===== src/rtl/mandelbrot_pixel_colour_unit_macros.svh =====
// assertion macros for the mandelbrot pixel colour unit
`ifndef MANDELBROT_PIXEL_COLOUR_UNIT_MACROS_SVH
`define MANDELBROT_PIXEL_COLOUR_UNIT_MACROS_SVH

// same-cycle implication, checked out of reset
`define MBPC_ASSERT_IMPLIES(label, ante, cons) \
  label: assert property (@(posedge clk) disable iff (rst) (ante) |-> (cons)) \
    else $error("mbpc assertion failed");

// next-cycle implication, checked out of reset
`define MBPC_ASSERT_NEXT(label, ante, cons) \
  label: assert property (@(posedge clk) disable iff (rst) (ante) |=> (cons)) \
    else $error("mbpc assertion failed");

`endif


===== src/rtl/mbpc_pkg.sv =====
// shared types and constants for the mandelbrot pixel colour unit
package mbpc_pkg;

  localparam int COORD_BITS_DEF = 12;
  localparam int FRAC_BITS_DEF  = 28;
  localparam int ITER_BITS_DEF  = 16;

  localparam int IMG_W       = 13;
  localparam int LIMIT_W     = 16;
  localparam int CFG_INDEX_W = 2;
  localparam int CFG_DATA_W  = 16;
  localparam int COLOR_W     = 8;
  localparam int COUNT_W     = 16;
  localparam int T_W         = 16;
  localparam int K_W         = 13;

  localparam logic [IMG_W-1:0]   RST_IMAGE_WIDTH    = 13'd1200;
  localparam logic [IMG_W-1:0]   RST_IMAGE_HEIGHT   = 13'd800;
  localparam logic [LIMIT_W-1:0] RST_MAX_ITERATIONS = 16'd500;

  localparam logic [CFG_INDEX_W-1:0] CFG_IMAGE_WIDTH    = 2'd0;
  localparam logic [CFG_INDEX_W-1:0] CFG_IMAGE_HEIGHT   = 2'd1;
  localparam logic [CFG_INDEX_W-1:0] CFG_MAX_ITERATIONS = 2'd2;

  // colour scale factors: 9*255, 15*255, 8.5*255*2
  localparam logic [K_W-1:0] K_RED   = 13'd2295;
  localparam logic [K_W-1:0] K_GREEN = 13'd3825;
  localparam logic [K_W-1:0] K_BLUE  = 13'd4335;

  typedef enum logic [1:0] {
    DIV_SEL_RE,
    DIV_SEL_IM,
    DIV_SEL_T
  } div_sel_t;

  typedef enum logic [3:0] {
    ST_IDLE,
    ST_MAP_RE,
    ST_WAIT_RE,
    ST_MAP_IM,
    ST_WAIT_IM,
    ST_ITER_MUL,
    ST_ITER_UPD,
    ST_T_START,
    ST_T_WAIT,
    ST_COLOR1,
    ST_COLOR2,
    ST_COLOR3,
    ST_LOAD
  } state_t;

  typedef struct packed {
    logic     load_pixel;
    logic     div_start;
    div_sel_t div_sel;
    logic     store_re;
    logic     store_im;
    logic     store_t;
    logic     iter_clear;
    logic     iter_update;
    logic     out_load;
  } cmd_t;

  typedef struct packed {
    logic div_done;
    logic escape;
    logic at_limit;
    logic out_busy;
  } sts_t;

endpackage


===== src/rtl/mbpc_ctrl.sv =====
// controller state machine sequencing one pixel through the datapath
module mbpc_ctrl (
  input  logic           clk,
  input  logic           rst,
  input  logic           in_valid,
  output logic           in_ready,
  input  mbpc_pkg::sts_t sts,
  output mbpc_pkg::cmd_t cmd
);
  import mbpc_pkg::*;

  state_t state;
  state_t state_next;

  always_ff @(posedge clk) begin
    if (rst) begin
      state <= ST_IDLE;
    end else begin
      state <= state_next;
    end
  end

  always_comb begin
    state_next = state;
    cmd        = '0;
    cmd.div_sel = DIV_SEL_RE;
    in_ready   = 1'b0;
    unique case (state)
      ST_IDLE: begin
        in_ready = 1'b1;
        if (in_valid) begin
          cmd.load_pixel = 1'b1;
          state_next     = ST_MAP_RE;
        end
      end
      ST_MAP_RE: begin
        cmd.div_start = 1'b1;
        cmd.div_sel   = DIV_SEL_RE;
        state_next    = ST_WAIT_RE;
      end
      ST_WAIT_RE: begin
        if (sts.div_done) begin
          cmd.store_re = 1'b1;
          state_next   = ST_MAP_IM;
        end
      end
      ST_MAP_IM: begin
        cmd.div_start = 1'b1;
        cmd.div_sel   = DIV_SEL_IM;
        state_next    = ST_WAIT_IM;
      end
      ST_WAIT_IM: begin
        if (sts.div_done) begin
          cmd.store_im   = 1'b1;
          cmd.iter_clear = 1'b1;
          state_next     = ST_ITER_MUL;
        end
      end
      ST_ITER_MUL: begin
        state_next = ST_ITER_UPD;
      end
      ST_ITER_UPD: begin
        priority if (sts.at_limit) begin
          state_next = ST_LOAD;
        end else if (sts.escape) begin
          state_next = ST_T_START;
        end else begin
          cmd.iter_update = 1'b1;
          state_next      = ST_ITER_MUL;
        end
      end
      ST_T_START: begin
        cmd.div_start = 1'b1;
        cmd.div_sel   = DIV_SEL_T;
        state_next    = ST_T_WAIT;
      end
      ST_T_WAIT: begin
        if (sts.div_done) begin
          cmd.store_t = 1'b1;
          state_next  = ST_COLOR1;
        end
      end
      ST_COLOR1: state_next = ST_COLOR2;
      ST_COLOR2: state_next = ST_COLOR3;
      ST_COLOR3: state_next = ST_LOAD;
      ST_LOAD: begin
        if (!sts.out_busy) begin
          cmd.out_load = 1'b1;
          state_next   = ST_IDLE;
        end
      end
      default: state_next = ST_IDLE;
    endcase
  end

endmodule


===== config.mk =====
export PLATFORM = sky130hd
export DESIGN_NAME = mbpc_ctrl
export DESIGN_NICKNAME = d
export VERILOG_FILES = /design/src/rtl/mandelbrot_pixel_colour_unit_macros.svh /design/src/rtl/mbpc_pkg.sv /design/src/rtl/mbpc_ctrl.sv
export SDC_FILE = /design/constraint.sdc
export NUM_CORES = 1
export LEC_CHECK = 0
export BUFFER_PORTS_ARGS = -buffer_cell sky130_fd_sc_hd__buf_2
export CAP_MARGIN = 0
export CORE_AREA = 2 2 39 41
export DETAILED_ROUTE_END_ITERATION = 8
export DIE_AREA = 0 0 41 43
export MAX_ROUTING_LAYER = met4
export PLACE_DENSITY = 0.62
export SETUP_SLACK_MARGIN = 0.15
export SYNTH_ARGS = -nofsm -noshare
export SYNTH_HDL_FRONTEND = slang
export SYNTH_SLANG_ARGS = --single-unit

===== constraint.sdc =====
create_clock -name clk -period 1.3 [get_ports clk]
set_input_delay 0.13 -clock clk [delete_from_list [all_inputs] [get_ports clk]]
set_output_delay 0.13 -clock clk [all_outputs]
set_load 0.05 [all_outputs]

Yosys cells after proc, flatten, opt, wreduce, memory -nomap -nowiden
Cells that the tools add are included.
Widths: inputs -> output; s select.

word-level totals
  output and inout port bits = 11
  input port bits = 7
  bits in registers = 4
  logic and storage cells = 41

operators by class
  reductions and logical operators = 2
  mux-type cells = 21
  equal/unequal tests = 17

operator list
  operator            number
  $pmux 4 s13         1
  $mux 4              6
  $eq 4x4->1 const B  5
  $eq 4x3->1 const B  4
  $mux 1              12
  $ne 2x2->1 const B  5
  $pmux 3 s3          1
  $eq 4x2->1 const B  2
  $reduce_and 5->1    1
  $eq 4x1->1 const B  1
  $logic_not 4->1     1
  $mux 2              1

Depth between registers and ports, before layout
Gate-level depths: netlist (run 1).

  word-level depth = 3
  mapped depth = 5
  mapped depth without buffers = 4

Worst setup path before layout (run 1)
Ideal clock, no wire load.

  path type = register to output
  start point = register state[0]
  end point = output cmd[4] (netlist bit)
  data required time = 1.170 ns
  setup slack = -1.644 ns
  stages on the path, launching flop included = 5
  arrival = 2.814 ns
  buffers on the path = 2
  cells stage by stage = dfxtp_1 > buf_2 > nand2b_1 > nor4b_1 > buf_4

RTL lines
  item                      line             text
  start: declaration        mbpc_ctrl.sv:12  state_t state;
  start signal: assignment  mbpc_ctrl.sv:19  state <= state_next;
  end: declaration          mbpc_ctrl.sv:8   output mbpc_pkg::cmd_t cmd

==> summary.txt, run 1 <==
Status
  – Outcome: complete, but fails checks
  – Failing checks: negative setup slack

Timing
  – Max Fclk: slightly below 700 MHz
  – RSZ-0062 raised after global routing: true
  – Clock skew: approximately 0.0042 ns
  – Slew HR: 0.809
  – Final setup fails: 13
  – Final min period: 1.47 ns
  – Max-slew violation count: 0
  – WHS: 0.123 ns
  – Final Worst Setup Slack: -0.169 ns
  – Fin crit share: 1.13
  – Hold Vio Cnt, Final: 0
  – Worst Tran Pin Value: roughly 0.28 ns

Layout
  – Diodes inserted: 0
  – Fillers: around 120
  – Layout cells sized above 1: 0.723
  – Reg with most FFs: state
  – Top Registers: state (4)
  – Final Util: 0.627
  – Largest register FFs: 4
  – Layout net count: 92
  – Syn-to-layout area delta: 133%
  – Area of the multi-input gates: 374 um^2
  – Sequential cell area: just over 90 um^2

Power
  – Max IR drop VDD: approximately 0.56 mV
  – Sw Pwr: approximately 0.00035 W
  – Internal cell power: 0.000495 W
  – Power per Cell Area: roughly 970 mW/mm^2
  – P_leak: 0.368 nW
  – Switching Share: 0.411
  – Comb power frac: 0.617
  – Reg power frac: 0.203
  – Power share of the clock group: 0.180

Worst setup path
  – Most common cell on crit path: buf_6
  – Worst-path maximum fanout: 4
  – Startpoint types: register
  – WP depth: 4
  – Flop-to-flop setup slack: -0.12 ns
  – Crit path largest cell delay: roughly 0.34 ns
  – Critical Path Sink: cmd[4]
  – Beginning of the worst register-to-register path: state[2]$_SDFFE_PP0P_
  – CP startpoint: state[3]$_SDFFE_PP0P_
  – Worst Setup End Kind: primary output
  – Worst Path Arrival: roughly 1.3 ns
  – Critical Path RT: between 1 and 1.5 ns
  – FF-to-FF path depth: 6
  – Setup CP Type: register to primary output
  – Cell Chain, Critical Path: buf_6, buf_6, nor4b_4, buf_6
  – Crit path max-delay cell type: dfxtp_2
  – Reg-to-reg critical path endpoint: state[3]$_SDFFE_PP0P_
  – Kind of cell adding the most delay to the critical path: buffers and inverters
  – WP buf/inv: 3

Global routing
  – GR Util All Layers: 0.193
  – Vias in the first global route: 501
  – Initial antenna violation count: 0
  – First-pass GRT wire length: roughly 2.2 mm
  – Global route total overflow: 0
  – Largest net degree at the start of global routing: 9

Drt
  – Vias: roughly 510
  – Final WL: 1.39 mm
  – Vias/cell: roughly 5
  – Initial DRC Count: 9
  – Wire length per cell: roughly 14 um
  – Post-DRT Antenna Nets: 0
  – DRC errors left: 0
  – Drt first pass iters: 4

Floorplanning
  – Die area: approximately 0.0018 mm^2
  – Starting Density: 0.269
  – Cell Rows: 14
  – Top-level I/O count: 18
  – Die Y: around 43 um
  – Core Area: 0.00138 mm^2
  – DIE WIDTH: 41 um

Logic synthesis
  – EDFF count, synth: 0
  – Seq cells post-synth: 4
  – Avg Inst Size Synth: between 7 and 8 um^2
  – Synth top area cells: dfxtp_1, a21oi_1, nor4_1
  – Seq/Total Area, Yosys: 0.215
  – Yosys synthesis warning count: 0
  – Post-synthesis cell area: 373 um^2
  – Largest area contributor in the netlist: dfxtp_1
  – Synth async-reset ratio: 0
  – Cells after Synth: 50
  – Synth cell types: 25
  – Syn nets: 57
  – Post-synth top area share: 0.215
  – Top_reg_cell synth: dfxtp_1

CTS
  – Clock-pin slew on the worst setup and hold paths: about 0.040 ns
  – TritonCTS Buffers: 3
  – Number of H-tree levels: 1
  – Root Buffer: clkbuf_4
  – Maximum clock path buffer count: 2
  – Clock Latency Late Sink: ~0.23 ns
  – CTS tree: done
  – Hold Buf Count CTS: 0
  – Clock sink count: 4

Hold path
  – Hold/Removal Path Class: input port to register

Job
  – Max-Cap Viols: 0

Placed design
  – IO Port Bufs: 17
  – RePlAce Congestion: between 0.8 and 0.9
-- worst reg2reg max path: stages, from the launching register on --
cell,delay (ns)
dfxtp_4,0.35
buf_6,0.12
buf_6,0.11
and3_4,0.16
o21ai_2,0.14
o31ai_2,0.09
mux2_1,0.32
-- metrics by stage --
stage / cells / power (W) / setup WS, ns / instance area (um^2) / setup TNS [ns]
floorplan: 50 / 0.000453 / -0.370 / 505 / -1.02
global placement: 89 / 0.000538 / -0.0105 / 646 / -0.0105
detailed placement: 89 / 0.000547 / -0.0715 / 646 / -0.176
CTS: 97 / 0.000791 / -0.210 / 823 / -1.43
global route: 99 / 0.000893 / -0.238 / 868 / -2.10
finish: 99 / 0.000841 / -0.169 / 868 / -1.30
-- placed cells by master, fill, tap and decap left out, types with 2 or more instances in the layout --
master,synthesis,layout
dfxtp_4,0,3
buf_4,3,9
nor2b_1,2,2
buf_6,0,16
nand2b_1,3,2
buf_8,0,3
clkbuf_4,0,3
nor2_1,4,3
nor4b_4,0,2
nor4_4,0,3
a21oi_1,5,5
o21ai_1,1,2
buf_2,2,6
-- metal layers --
metal / vias to the layer above / part of all wire / track usage
met5: - / 0 / -
met4: 0 / 0 / 0.0800
met3: 0 / 0.027 / 0.0471
met2: 11 / 0.58 / 0.300
met1: 241 / 0.39 / 0.227
li1: 254 / - / -
-- cells in the mapped netlist (2+ instances only) --
master    n
nor4_1    4
nor4b_1   2
nand2_1   2
nor2b_1   2
nor2_1    4
inv_1     2
o21ai_0   2
dfxtp_1   4
and3_1    3
nand2b_1  3
buf_4     3
buf_2     2
a21oi_1   5
-- worst min-delay path by stage --
stage	startpoint	endpoint	slack [ns]	depth (start not counted)
floorplan	rst	state[2]$_SDFFE_PP0P_	0.19	1
global placement	rst	state[2]$_SDFFE_PP0P_	0.35	2
detailed placement	rst	state[2]$_SDFFE_PP0P_	0.35	2
CTS	rst	state[2]$_SDFFE_PP0P_	0.10	2
global route	rst	state[2]$_SDFFE_PP0P_	0.12	2
finish	rst	state[2]$_SDFFE_PP0P_	0.12	2
-- power by group through the flow --
stage          Sequential, W  Clock [W]  Combinational (W)
3_5_place_dp        0.000173          0           0.000374
4_1_cts             0.000169   0.000161           0.000460
6_report            0.000171   0.000151           0.000519
3_3_place_gp        0.000171          0           0.000367
5_1_grt             0.000172   0.000169           0.000552
2_1_floorplan       0.000154          0           0.000299
-- logic make-up after synthesis --
logic type,Yosys count,share of synthesized area
buffers and inverters,7,0.107
and+or+nand+nor,24,0.389
DFF,4,0.215
xor gates and xnor gates,1,0.0235
muxes,1,0.0302
AOI/OAI and AO/OA,13,0.235
-- timing repair --
action	CTS	global route
setup endpoints to repair	14	15
pin swaps	4	4
setup buffers	5	2
resized for setup	36	9
hold endpoints to repair	0	0
-- area by class of cell --
type,count,share of cell area
clock buffer,3,0.0259
inverter,2,0.0187
multi-input combinational,39,0.431
sequential,4,0.107
tap,16,0.0231
timing repair buffer,35,0.395
(Power assumes the default switching activity.)
==> inputs of run 2 (changes only) <==
--- a/config.mk
+++ b/config.mk
@@ -12,6 +12,7 @@
 export DIE_AREA = 0 0 41 43
 export MAX_ROUTING_LAYER = met4
 export PLACE_DENSITY = 0.62
+export REMOVE_ABC_BUFFERS = 1
 export SETUP_SLACK_MARGIN = 0.15
 export SYNTH_ARGS = -nofsm -noshare
 export SYNTH_HDL_FRONTEND = slang
==> constraint.sdc (replaced) <==
create_clock -name clk -period 1.3 [get_ports clk]
set_input_delay 0 -clock clk [delete_from_list [all_inputs] [get_ports clk]]
set_output_delay 0 -clock clk [all_outputs]
set_load 0.05 [all_outputs]
==> summary.txt, run 2 (synthesis gave the netlist of run 1 again) <==
Status
  – Outcome: complete, but fails checks (unchanged)
  – Failing checks: negative setup slack (unchanged)

Drt
  – DRC errors left: 0 (unchanged)
  – Wire length per cell: 13.7 um (was 14.0 um)
  – Initial DRC Count: 3 (was 9)
  – Post-DRT Antenna Nets: 0 (unchanged)
  – Final WL: 1.33 mm (was 1.39 mm)
  – Vias/cell: 5.22 (was 5.11)
  – Drt first pass iters: 3 (was 4)
  – Vias: 506 (unchanged)

Worst setup path
  – CP startpoint: state[3]$_SDFFE_PP0P_ (unchanged)
  – FF-to-FF path depth: 4 (was 6)
  – Kind of cell adding the most delay to the critical path: buffers and inverters (unchanged)
  – Startpoint types: register (unchanged)
  – Reg-to-reg critical path endpoint: state[3]$_SDFFE_PP0P_ (unchanged)
  – Cell Chain, Critical Path: buf_8, inv_8, nand2_4, nor4b_4, buf_6 (was buf_6, buf_6, nor4b_4, buf_6)
  – Setup CP Type: register to primary output (unchanged)
  – Worst Setup End Kind: primary output (unchanged)
  – Crit path max-delay cell type: dfxtp_4 (was dfxtp_2)
  – Flop-to-flop setup slack: -0.03 ns (was -0.12 ns)
  – Beginning of the worst register-to-register path: state[3]$_SDFFE_PP0P_ (was state[2]$_SDFFE_PP0P_)
  – WP buf/inv: 3 (unchanged)
  – Crit path largest cell delay: 0.35 ns (was 0.34 ns)
  – Worst-path maximum fanout: 6 (was 4)
  – Worst Path Arrival: 1.33 ns (was 1.34 ns)
  – Critical Path RT: 1.30 ns (was 1.17 ns)

Global routing
  – GR Util All Layers: 0.183 (was 0.193)
  – Met3 Usage GRT: 0.0628 (was 0.0471)
  – GR Util met1: 0.218 (was 0.227)
  – GRT busiest layer: met2 (unchanged)
  – First-pass GRT wire length: 2.10 mm (was 2.23 mm)
  – Global route total overflow: 0 (unchanged)
  – Vias in the first global route: 466 (was 501)
  – GR Util met2: 0.278 (was 0.300)
  – Initial antenna violation count: 0 (unchanged)
  – Largest net degree at the start of global routing: 10 (was 9)

Power
  – P_leak: 0.354 nW (was 0.368 nW)
  – Power per Cell Area: 953 mW/mm^2 (was 969 mW/mm^2)
  – Max IR drop VDD: 0.588 mV (was 0.555 mV)

Timing
  – Max-slew violation count: 0 (unchanged)
  – Final min period: 1.33 ns (was 1.47 ns)
  – RSZ-0062 raised after global routing: true (unchanged)
  – Slew HR: 0.762 (was 0.809)
  – Clock skew: 0.00196 ns (was 0.00424 ns)
  – Max Fclk: 750 MHz (was 681 MHz)
  – Setup total negative slack: -0.0949 ns (was -1.30 ns)
  – Fin crit share: 1.03 (was 1.13)
  – Hold Vio Cnt, Final: 0 (unchanged)
  – Worst Tran Pin Value: 0.348 ns (was 0.285 ns)
  – Final setup fails: 4 (was 13)
  – Final Worst Setup Slack: -0.0336 ns (was -0.169 ns)

CTS
  – TritonCTS Buffers: 3 (unchanged)
  – Root Buffer: clkbuf_4 (unchanged)
  – Maximum clock path buffer count: 2 (unchanged)
  – Clock-pin slew on the worst setup and hold paths: 0.04 ns (about the same)
  – Clock sink count: 4 (unchanged)
  – CTS tree: done (unchanged)
  – Number of H-tree levels: 1 (unchanged)
  – Clock Latency Late Sink: 0.24 ns (was 0.23 ns)

Floorplanning
  – Top-level I/O count: 18 (unchanged)
  – DIE WIDTH: 41 um (unchanged)
  – Die area: 0.00176 mm^2 (unchanged)
  – Die Y: 43 um (unchanged)
  – Starting Density: 0.269 (unchanged)
  – Cell Rows: 14 (unchanged)
  – Core Area: 0.00138 mm^2 (unchanged)

Placed design
  – IO Port Bufs: 17 (unchanged)
  – HPWL after DPL: 813 um
  – RePlAce Congestion: 0.885 (was 0.806)
  – Placed cells: 89 (unchanged)

Layout
  – Syn-to-layout area delta: 116% (was 133%)
  – Reg with most FFs: state (unchanged)
  – Layout net count: 90 (was 92)
  – Most frequent cells in the layout: buf_6, buf_4, buf_2, a21oi_1, dfxtp_4 (was buf_6, buf_4, buf_2, a21oi_1)
  – Top Registers: state (4) (unchanged)
  – Layout cells sized above 1: 0.667 (was 0.723)
  – Diodes inserted: 0 (unchanged)
  – Commonest non-fill, non-tap cell in the layout: buf_6 (unchanged)
  – Largest register FFs: 4 (unchanged)
  – Finished Layout Cells: 97 (was 99)

Hold path
  – Hold/Removal Path Class: input port to register (unchanged)
  – WHS Path Cells: 4 (was 2)
  – Worst hold start: sts[1] (was rst)
  – Worst hold endpoint: state[0]$_SDFFE_PP0P_ (was state[2]$_SDFFE_PP0P_)

Job
  – Max-Cap Viols: 0 (unchanged)
-- run 2: cell type report --
| class | instances | area, um^2 |
|---|---|---|
| fill | 122 | 579 |
| multi-input combinational | 39 | 342 |
| timing repair buffer | 33 | 310 |
| sequential | 4 | 95.1 |
| clock buffer | 3 | 22.5 |
| tap | 16 | 20.0 |
| inverter | 2 | 15.0 |
-- run 2: tightest hold or removal path: stages --
cell and delay (ns):
buf_2 0.13, a21oi_1 0.08, nor2_1 0.08, nor4_1 0.05
-- run 2: report_power, final --
part	total [W]	switching (W)	leakage [nW]	internal (W)
combinational	0.000423	0.000229	0.305	0.000194
sequential	0.000181	0.0000410	0.0356	0.000140
clock	0.000163	0.0000588	0.0138	0.000104
total	0.000767	0.000329	0.354	0.000437
-- run 2: repair_timing --
| action | CTS | global route |
|---|---|---|
| endpoints found under the hold margin | 2 | 0 |
| hold buffers | 1 | 0 |
| pin swaps | 4 | 4 |
| setup endpoints to repair | 14 | 15 |
| setup buffers | 3 | 1 |
| gates resized for setup | 44 | 16 |
-- run 2: layer usage --
layer	vias to the layer above	wire length (um)
met5	-	0
met4	0	8
met3	2	71
met2	16	703
met1	242	544
li1	246	-
-- run 2: how the worst max path moves through the flow --
stage	endpoint	slack, ns	cells after the start
final	cmd[5]	-0.03	5
after global routing	state[3]$_SDFFE_PP0P_	-0.10	4
after CTS	cmd[9]	-0.04	4
after detailed placement	state[3]$_SDFFE_PP0P_	-0.09	4
after global placement	state[3]$_SDFFE_PP0P_	-0.03	5
after floorplan	cmd[2]	-2.46	2
-- run 2: stage by stage --
step,power (W),setup slack (ns),hold slack (ns),util,cell area (um^2)
floorplan,0.000363,-2.46,0.0691,-,340
global placement,0.000472,-0.0270,0.232,0.382,528
detailed placement,0.000475,-0.0857,0.232,0.382,528
CTS,0.000715,-0.0436,0.112,0.529,732
global route,0.000818,-0.100,0.154,0.581,805
finish,0.000767,-0.0336,0.140,0.581,805
==> inputs of run 3 (changes only) <==
--- a/config.mk
+++ b/config.mk
@@ -7,11 +7,13 @@
 export LEC_CHECK = 0
 export BUFFER_PORTS_ARGS = -buffer_cell sky130_fd_sc_hd__buf_2
 export CAP_MARGIN = 0
-export CORE_AREA = 2 2 39 41
+export CELL_PAD_IN_SITES_DETAIL_PLACEMENT = 0
+export CELL_PAD_IN_SITES_GLOBAL_PLACEMENT = 1
+export CORE_MARGIN = 1
+export CORE_UTILIZATION = 26
 export DETAILED_ROUTE_END_ITERATION = 8
-export DIE_AREA = 0 0 41 43
 export MAX_ROUTING_LAYER = met4
-export PLACE_DENSITY = 0.62
+export PLACE_DENSITY = 0.77
 export REMOVE_ABC_BUFFERS = 1
 export SETUP_SLACK_MARGIN = 0.15
 export SYNTH_ARGS = -nofsm -noshare
==> summary.txt, run 3 (synthesis gave the netlist of run 1 again) <==
Status
  – Outcome: complete, but fails checks (unchanged)
  – Failing checks: negative setup slack (unchanged)

Placed design
  – Placed cells: 84 (was 89)
  – Place WS: -0.0645 ns (was -0.0857 ns)
  – RePlAce Congestion: 0.815 (was 0.885)
  – IO Port Bufs: 17 (unchanged)
  – HPWL after DPL: 792 um (was 813 um)

Drt
  – Vias/cell: 5.49 (was 5.22)
  – DRC errors left: 0 (unchanged)
  – Initial DRC Count: 12 (was 3)
  – Final WL: 1.54 mm (was 1.33 mm)
  – Wire length per cell: 16.1 um (was 13.7 um)
  – Drt first pass iters: 5 (was 3)
  – Vias: 527 (was 506)
  – Post-DRT Antenna Nets: 0 (unchanged)

Layout
  – Most frequent cells in the layout: buf_6, buf_4, buf_2 (was buf_6, buf_4, buf_2, a21oi_1, dfxtp_4)
  – Layout cells sized above 1: 0.716 (was 0.667)
  – Final Util: 0.662 (was 0.581)
  – Largest register FFs: 4 (unchanged)
  – Commonest non-fill, non-tap cell in the layout: buf_6 (unchanged)
  – Diodes inserted: 0 (unchanged)
  – Top Registers: state (4) (unchanged)
  – Reg with most FFs: state (unchanged)
  – Syn-to-layout area delta: 134% (was 116%)
  – Finished Layout Cells: 96 (was 97)
  – Fillers: 99 (was 122)
  – Layout net count: 90 (unchanged)

Global routing
  – Initial antenna violation count: 0 (unchanged)
  – Global route total overflow: 0 (unchanged)
  – Largest net degree at the start of global routing: 11 (was 10)
  – Vias in the first global route: 424 (was 466)
  – First-pass GRT wire length: 1.97 mm (was 2.10 mm)
  – GR Util All Layers: 0.204 (was 0.183)

Worst setup path
  – Kind of cell adding the most delay to the critical path: compound AO/OA/AOI/OAI gates (was buffers and inverters)
  – Cell Chain, Critical Path: buf_8, buf_6, buf_4, a21oi_2, nor2b_1, a2111oi_1 (was buf_8, inv_8, nand2_4, nor4b_4, buf_6)
  – Crit path largest cell delay: 0.36 ns (was 0.35 ns)
  – CP startpoint: state[2]$_SDFFE_PP0P_ (was state[3]$_SDFFE_PP0P_)
  – Flop-to-flop setup slack: -0.11 ns (was -0.03 ns)
  – WP depth: 6 (was 5)
  – Worst Path Arrival: 1.52 ns (was 1.33 ns)
  – FF-to-FF path depth: 6 (was 4)
  – Beginning of the worst register-to-register path: state[2]$_SDFFE_PP0P_ (was state[3]$_SDFFE_PP0P_)
  – Setup CP Type: register to register (was register to primary output)
  – Crit path max-delay cell type: dfxtp_4 (unchanged)
  – WP buf/inv: 3 (unchanged)
  – Critical Path RT: 1.41 ns (was 1.30 ns)
  – Startpoint types: register (unchanged)
  – Worst Setup End Kind: register (was primary output)
  – Worst-path maximum fanout: 5 (was 6)

Timing
  – Max Fclk: 711 MHz (was 750 MHz)
  – Final setup fails: 6 (was 4)
  – RSZ-0062 raised after global routing: true (unchanged)
  – Worst Tran Pin Value: 0.360 ns (was 0.348 ns)
  – Clock skew: 0.00208 ns (was 0.00196 ns)
  – Final Worst Setup Slack: -0.107 ns (was -0.0336 ns)
  – Max-slew violation count: 0 (unchanged)
  – Slew HR: 0.759 (was 0.762)
  – Fin crit share: 1.08 (was 1.03)
  – Hold Vio Cnt, Final: 0 (unchanged)
  – Final min period: 1.41 ns (was 1.33 ns)

CTS
  – Clock sink count: 4 (unchanged)
  – Clock-pin slew on the worst setup and hold paths: 0.04 ns (about the same)
  – Root Buffer: clkbuf_4 (unchanged)
  – Maximum clock path buffer count: 2 (unchanged)
  – CTS tree: done (unchanged)
  – Number of H-tree levels: 1 (unchanged)
  – TritonCTS Buffers: 3 (unchanged)
  – Clock Latency Late Sink: 0.24 ns (about the same)

Floorplanning
  – Die Y: 39.9 um (was 43 um)
  – Die area: 0.00159 mm^2 (was 0.00176 mm^2)
  – Cell Rows: 13 (was 14)
  – Starting Density: 0.283 (was 0.269)
  – Core Area: 0.00132 mm^2 (was 0.00138 mm^2)
  – DIE WIDTH: 39.9 um (was 41 um)
  – Top-level I/O count: 18 (unchanged)

Hold path
  – Hold/Removal Path Class: input port to register (unchanged)
  – WHS Path Cells: 3 (was 4)
  – Worst hold start: sts[3] (was sts[1])

Power
  – P_leak: 0.356 nW (was 0.354 nW)
  – Power per Cell Area: 953 mW/mm^2 (about the same)
  – Max IR drop VDD: 0.566 mV (was 0.588 mV)

Job
  – Max-Cap Viols: 0 (unchanged)
## run 3: worst min-delay path, delay by kind of cell
| family | cells | cell delay (ns) |
|---|---|---|
| muxes | 1 | 0.20 |
| buffers and inverters | 1 | 0.14 |
| AOI/OAI and AO/OA | 1 | 0.09 |
## run 3: final cells by class
cell class                      count  area, um^2  area share
Tap cell                           15        18.8      0.0215
Multi-Input combinational cell     39         402       0.461
Inverter                            2        16.3      0.0187
Timing Repair Buffer               33         318       0.364
Sequential cell                     4        95.1       0.109
Clock buffer                        3        22.5      0.0258
## run 3: repair_timing
action / in CTS / in global routing
buffers inserted: 4 / 4
pin swaps: 5 / 9
hold buffers: 1 / 0
gates resized for setup: 45 / 25
hold endpoints to repair: 2 / 0
endpoints found under the setup margin: 14 / 15
## run 3: power breakdown
group | switching (W) | internal (W)
logic | 0.000270 | 0.000220
registers | 0.0000377 | 0.000139
clock network | 0.0000604 | 0.000104
total | 0.000368 | 0.000463
## run 3: layer usage
layer	track usage	vias to the layer above	part of all wire
met5	-	-	0
met4	0.0776	0	0.023
met3	0.102	8	0.045
met2	0.294	25	0.52
met1	0.237	244	0.41
li1	-	250	-
## run 3: stage by stage
stage	cell area [um^2]	power, W	hold WS [ns]	setup TNS [ns]
finish	872	0.000831	0.220	-0.324
floorplan	340	0.000363	0.0691	-9.74
detailed placement	497	0.000455	0.238	-0.0645
CTS	731	0.000732	0.140	-0.0630
global route	872	0.000877	0.221	-0.724
global placement	497	0.000454	0.238	-0.0197
## run 3: path summary, 6_finish.rpt
check,to
worst max-delay path,state[1]$_SDFFE_PP0P_
worst min-delay path,state[3]$_SDFFE_PP0P_
worst max register to register,state[1]$_SDFFE_PP0P_
worst min register to register,state[2]$_SDFFE_PP0P_
